### src/rtl/ppd_pkg.sv
`timescale 1ns / 1ps
`default_nettype none

package ppd_pkg;

    typedef struct packed {
        logic        kind;
        logic [31:0] capture_time;
        logic        fix_valid;
    } t_in;

    typedef struct packed {
        logic signed [31:0] phase_error;
        logic [15:0]        coarse_duty;
        logic [15:0]        fine_duty;
        logic signed [39:0] integral;
        logic               duty_updated;
        logic               lock_lost;
    } t_out;

    localparam int CFG_DATA_W = 40;

    typedef enum logic [2:0] {
        CFG_INITIAL_DUTY     = 3'd0,
        CFG_INITIAL_INTEGRAL = 3'd1,
        CFG_PROP_GAIN        = 3'd2,
        CFG_INTEGRAL_GAIN    = 3'd3,
        CFG_CAPTURE_MODULUS  = 3'd4,
        CFG_PHASE_LIMIT      = 3'd5,
        CFG_STRIKE_RELOAD    = 3'd6,
        CFG_FINE_SCALE       = 3'd7
    } t_cfg_idx;

    localparam logic KIND_OSC = 1'b0;
    localparam logic KIND_REF = 1'b1;

    localparam logic [15:0]        RST_INITIAL_DUTY     = 16'd32768;
    localparam logic signed [39:0] RST_INITIAL_INTEGRAL = 40'sd0;
    localparam logic [31:0]        RST_PROP_GAIN        = 32'd281474977;
    localparam logic [31:0]        RST_INTEGRAL_GAIN    = 32'd211106;
    localparam logic [30:0]        RST_CAPTURE_MODULUS  = 31'd100000000;
    localparam logic [30:0]        RST_PHASE_LIMIT      = 31'd100000;
    localparam logic [3:0]         RST_STRIKE_RELOAD    = 4'd3;
    localparam logic [7:0]         RST_FINE_SCALE       = 8'd121;

    localparam logic [15:0] FINE_ROUND = 16'h0180;
    localparam logic [15:0] FINE_MASK  = 16'hFF00;

    typedef enum logic [1:0] {
        MUL_NONE,
        MUL_ERR,
        MUL_LO,
        MUL_HI
    } t_mul_sel;

    typedef enum logic [1:0] {
        ACC_NONE,
        ACC_LOAD,
        ACC_ADD,
        ACC_ADD_HI
    } t_acc_op;

    typedef struct packed {
        logic     accept;
        logic     diff;
        logic     fold_lo;
        logic     fold_hi;
        logic     judge;
        logic     integ;
        t_mul_sel mul_sel;
        t_acc_op  acc_op;
        logic     clamp;
        logic     duty;
        logic     out_load;
    } t_cmd;

    typedef struct packed {
        logic fix;
        logic oversize;
    } t_sts;

endpackage

`default_nettype wire

### src/rtl/ppd_ctrl.sv
`timescale 1ns / 1ps
`default_nettype none

module ppd_ctrl (
    input  wire logic          i_clk,
    input  wire logic          i_rst_n,
    input  wire logic          i_in_valid,
    input  wire logic          i_in_kind,
    output logic               o_in_stall,
    output logic               o_out_valid,
    input  wire logic          i_out_stall,
    input  ppd_pkg::t_sts      i_sts,
    output ppd_pkg::t_cmd      o_cmd
);
    import ppd_pkg::*;

    typedef enum logic [3:0] {
        ST_IDLE,
        ST_DIFF,
        ST_FOLD_LO,
        ST_FOLD_HI,
        ST_JUDGE,
        ST_INTEG,
        ST_MUL_ERR,
        ST_MUL_LO,
        ST_MUL_HI,
        ST_ACC_HI,
        ST_CLAMP,
        ST_DUTY,
        ST_DONE
    } t_state;

    t_state r_state;
    t_state n_state;
    logic   r_out_valid;
    logic   n_out_valid;

    always_comb begin
        n_state     = r_state;
        n_out_valid = r_out_valid & i_out_stall;
        o_cmd       = '0;
        o_cmd.mul_sel = MUL_NONE;
        o_cmd.acc_op  = ACC_NONE;
        unique case (r_state)
            ST_IDLE: begin
                if (i_in_valid) begin
                    o_cmd.accept = 1'b1;
                    if (i_in_kind == KIND_REF) begin
                        n_state = ST_DIFF;
                    end
                end
            end
            ST_DIFF: begin
                o_cmd.diff = 1'b1;
                n_state    = ST_FOLD_LO;
            end
            ST_FOLD_LO: begin
                o_cmd.fold_lo = 1'b1;
                n_state       = ST_FOLD_HI;
            end
            ST_FOLD_HI: begin
                o_cmd.fold_hi = 1'b1;
                n_state       = ST_JUDGE;
            end
            ST_JUDGE: begin
                o_cmd.judge = 1'b1;
                if (i_sts.fix && !i_sts.oversize) begin
                    n_state = ST_INTEG;
                end else begin
                    n_state = ST_DONE;
                end
            end
            ST_INTEG: begin
                o_cmd.integ = 1'b1;
                n_state     = ST_MUL_ERR;
            end
            ST_MUL_ERR: begin
                o_cmd.mul_sel = MUL_ERR;
                n_state       = ST_MUL_LO;
            end
            ST_MUL_LO: begin
                o_cmd.mul_sel = MUL_LO;
                o_cmd.acc_op  = ACC_LOAD;
                n_state       = ST_MUL_HI;
            end
            ST_MUL_HI: begin
                o_cmd.mul_sel = MUL_HI;
                o_cmd.acc_op  = ACC_ADD;
                n_state       = ST_ACC_HI;
            end
            ST_ACC_HI: begin
                o_cmd.acc_op = ACC_ADD_HI;
                n_state      = ST_CLAMP;
            end
            ST_CLAMP: begin
                o_cmd.clamp = 1'b1;
                n_state     = ST_DUTY;
            end
            ST_DUTY: begin
                o_cmd.duty = 1'b1;
                n_state    = ST_DONE;
            end
            ST_DONE: begin
                if (!r_out_valid || !i_out_stall) begin
                    o_cmd.out_load = 1'b1;
                    n_out_valid    = 1'b1;
                    n_state        = ST_IDLE;
                end
            end
            default: begin
                n_state = ST_IDLE;
            end
        endcase
    end

    always_ff @(posedge i_clk) begin
        if (!i_rst_n) begin
            r_state     <= ST_IDLE;
            r_out_valid <= 1'b0;
        end else begin
            r_state     <= n_state;
            r_out_valid <= n_out_valid;
        end
    end

    assign o_in_stall  = (r_state != ST_IDLE);
    assign o_out_valid = r_out_valid;

endmodule

`default_nettype wire

### config.mk
export PLATFORM = sky130hd
export DESIGN_NAME = ppd_ctrl
export DESIGN_NICKNAME = d
export VERILOG_FILES = /design/src/rtl/ppd_pkg.sv /design/src/rtl/ppd_ctrl.sv
export SDC_FILE = /design/constraint.sdc
export NUM_CORES = 1
export LEC_CHECK = 0
export BUFFER_PORTS_ARGS = -buffer_cell sky130_fd_sc_hd__buf_2
export CAP_MARGIN = 20
export CORE_AREA = 2 2 39 41
export CTS_CLUSTER_DIAMETER = 80
export DETAILED_ROUTE_END_ITERATION = 8
export DIE_AREA = 0 0 41 43
export GPL_TIMING_DRIVEN = 1
export MAX_ROUTING_LAYER = met4
export PLACE_DENSITY = 0.68
export SYNTH_ARGS = -nofsm -noshare
export SYNTH_HDL_FRONTEND = slang
export SYNTH_SLANG_ARGS = --single-unit
export TNS_END_PERCENT = 5
### constraint.sdc
create_clock -name i_clk -period 1.3 [get_ports i_clk]
set_input_delay 0 -clock i_clk [delete_from_list [all_inputs] [get_ports i_clk]]
set_output_delay 0 -clock i_clk [all_outputs]
set_load 0.1 [all_outputs]
==> flow_metrics.tcl <==
set metrics [dict create \
    status "complete, but fails checks" \
    violations "setup timing" \
    syn_area_sq_um 412 \
    async_flop_share_pct 0 \
    crit_path_end_kind "primary output" \
    p_seq_share_pct 19.0 \
    hpwl_um 894 \
    synth-edff-count 0 \
    grt_max_degree 12 \
    ios 22 \
    synth_largest_area_cell "dfxtp_1" \
    grt_util_met3_pct 1.57 \
    cts_buffer_depth 2 \
    vias 493 \
    reg2reg_depth 4 \
    area_growth_pct 103 \
    cts_setup_buffers 0 \
    clkPwrFrac_pct 15.9 \
    place.gp.congestion 0.869 \
    maxCapViolations 0 \
    synthMostInstantiatedCell "nand2_1" \
    synth_warnings 0 \
    r2r-end "r_state[2]$_SDFFE_PN0P_" \
    p_int_mw 0.549 \
    die_area_sq_mm 0.00176 \
    post_drt_via_cell_ratio 4.88 \
    hold_class "in -> reg" \
    cts_tree "yes" \
    finalNetCount 93 \
    setup_violations 6 \
    avgRoutedWirePerCell_um 10.7 \
    numPortBuffers 21 \
    max_slew.worst_pin.slew_ps 484 \
    r2r-start "r_state[1]$_SDFFE_PN0P_" \
    clock_skew_ps 1.50 \
    max_slew_margin_pct 68.0 \
    synth_top_area_share_pct 24.3 \
    yosys-top-cells-count "nand2_1 (9), dfxtp_1 (5), nor2_1 (5), nor3_1 (5), a21oi_1 (4)" \
    cts_max_level 1 \
    fin_cells 101 \
    clkTransAtPathRegs_ps 40 \
    slowest_stage "dfxtp_2" \
    die_y_um 43 \
    syn_inst 57 \
    r2r_setup_slack_ps 210 \
    drc_errors 0 \
    antenna_found_initial 0 \
    ys_ff_latch 5 \
    crit_chain "buf_4 > nor3b_4 > o21ba_4 > nor2_4 > buf_12" \
    cts.sinks 5 \
    ant_nets 0 \
    track_usage_pct 14.7 \
    worstSetupStartpoint "r_state[1]$_SDFFE_PN0P_" \
    drtIter0Drc 8 \
    clockRootBuffer "clkbuf_4" \
    die_w_um 41 \
    drt_first_pass_iters 4 \
    busiest_layer "met2" \
    setup_ws_ps -71.0 \
    critPathLaunchType "flip-flop" \
    met1_usage_pct 17.0 \
    crit_fanout 4 \
    grt_util_met2_pct 21.6 \
    fillers 116 \
    slew_violations 0 \
    crit_path_max_incr_delay_ps 320 \
    insertedDiodeCount 0 \
    cp.required_ps 1300 \
    rows 14 \
    first_global_vias 425 \
    synthTopCellsByArea "dfxtp_1 (24%), nand2_1 (8.2%), nor3_1 (6.1%)" \
    core_sq_mm 0.00138 \
    powerDensity_mw_per_mm2 1310 \
    crit_path_end "o_cmd[3]" \
    avgSynthCellArea_sq_um 7.22 \
    fmax_mhz 729 \
    dp.cells 97 \
    synth-seq-area-share_pct 24.3 \
    clk_latency_ps 240 \
    synthFlopType "dfxtp_1" \
    drive_gt1_share_pct 60.0 \
    wirelength_um 1080 \
    initial_core_util_pct 29.7 \
    overflow 0 \
    cp.arrival_ps 1370 \
    fin_crit_sh_pct 105 \
    crit_type "reg -> out" \
    fin_crit_ps 1370 \
    ys_types 26 \
    cts_buffers 3 \
    switching_share_pct 50.0 \
    power_switching_mw 0.548 \
    peakVddDrop_mv 0.817 \
    power_mw 1.10 \
    post-place-ws_ps 45.9 \
    syn-num-nets 64 \
    leakagePower_nw 0.356 \
    holdBufCountCts 0 \
    grt_pass1_wl_um 1700 \
    pwr-share-comb_pct 65.0 \
    rsz0062_at_grt "yes" \
    hold_viol 0 \
]
flip-flops by register name, indices dropped and copies added (netlist names):
name,flops
r_state,4
o_out_valid,1
final cells by class:
class                           instances  area (sq um)  share of cell area [%]
Multi-Input combinational cell         45           307                    36.6
Inverter                                3          11.3                    1.35
Sequential cell                         5           105                    12.6
Timing Repair Buffer                   28           368                    43.9
Tap cell                               16          20.0                    2.39
Clock buffer                            4          26.3                    3.14
how the worst min path moves through the flow:
stage	start	end	slack, ps	cells past startpoint
after floorplan	i_rst_n	r_state[1]$_SDFFE_PN0P_	120	2
after global placement	i_out_stall	o_out_valid$_SDFF_PN0_	270	3
after detailed placement	i_out_stall	o_out_valid$_SDFF_PN0_	280	3
after CTS	i_out_stall	o_out_valid$_SDFF_PN0_	20	3
after global routing	i_out_stall	o_out_valid$_SDFF_PN0_	30	3
final	i_out_stall	o_out_valid$_SDFF_PN0_	30	3
metrics by stage:
step | cell area, sq um | setup TNS [ps] | util, % | hold slack [ps]
final | 837 | -196 | 60.5 | 25.8
after global routing | 837 | -721 | 60.5 | 28.4
after CTS | 836 | -278 | 60.4 | 17.0
after detailed placement | 802 | 0 | 58.0 | 275
after global placement | 802 | 0 | 58.0 | 268
after floorplan | 445 | -6500 | - | 118
power groups by stage:
stage / registers (mW) / clock network (mW) / logic, mW
2_1_floorplan: 0.184 / 0 / 0.489
3_3_place_gp: 0.205 / 0 / 0.705
3_5_place_dp: 0.206 / 0 / 0.709
4_1_cts: 0.207 / 0.188 / 0.718
5_1_grt: 0.211 / 0.191 / 0.746
6_report: 0.209 / 0.175 / 0.714
cells in the final DEF, fill, tap and decap left out, drive strengths merged:
| cell | Yosys | layout |
|---|---|---|
| nor3b | 1 | 1 |
| inv | 3 | 3 |
| nand2b | 1 | 1 |
| or2b | 1 | 1 |
| nand4 | 1 | 1 |
| and2 | 1 | 1 |
| nand3b | 1 | 1 |
| nor3 | 5 | 5 |
| and3 | 2 | 2 |
| buf | 4 | 28 |
| o21ba | 1 | 1 |
| a21boi | 2 | 2 |
| nand2 | 9 | 9 |
| dfxtp | 5 | 5 |
| nor2 | 8 | 8 |
| a21oi | 4 | 4 |
| o2111a | 1 | 1 |
| o22ai | 1 | 1 |
| o21ai | 2 | 2 |
| clkbuf | 0 | 4 |
| and4bb | 1 | 1 |
| nand3 | 3 | 3 |
layer usage:
layer | routed length (um) | vias up
met5 | 0 | -
met4 | 10 | 0
met3 | 55 | 2
met2 | 588 | 22
met1 | 422 | 218
li1 | - | 251
timing repair:
| item | in CTS | in global routing |
|---|---|---|
| resized for setup | 6 | 1 |
| setup endpoints to repair | 12 | 11 |
| hold endpoints to repair | 0 | 0 |
cells by family (layout without fill, tap and decap cells):
family | after synthesis | in the layout | share of synthesized area (%)
compound gates | 11 | 11 | 19.2
buf+inv | 7 | 35 | 10.3
flops | 5 | 5 | 24.3
simple gates | 34 | 34 | 46.2
critical path, delay by kind of cell, from the launching register on:
family          cells  cell delay [ps]
buf+inv             2              330
flops               1              320
simple gates        2              290
compound gates      1              200
Note: power is estimated with default switching activity, not from simulation.
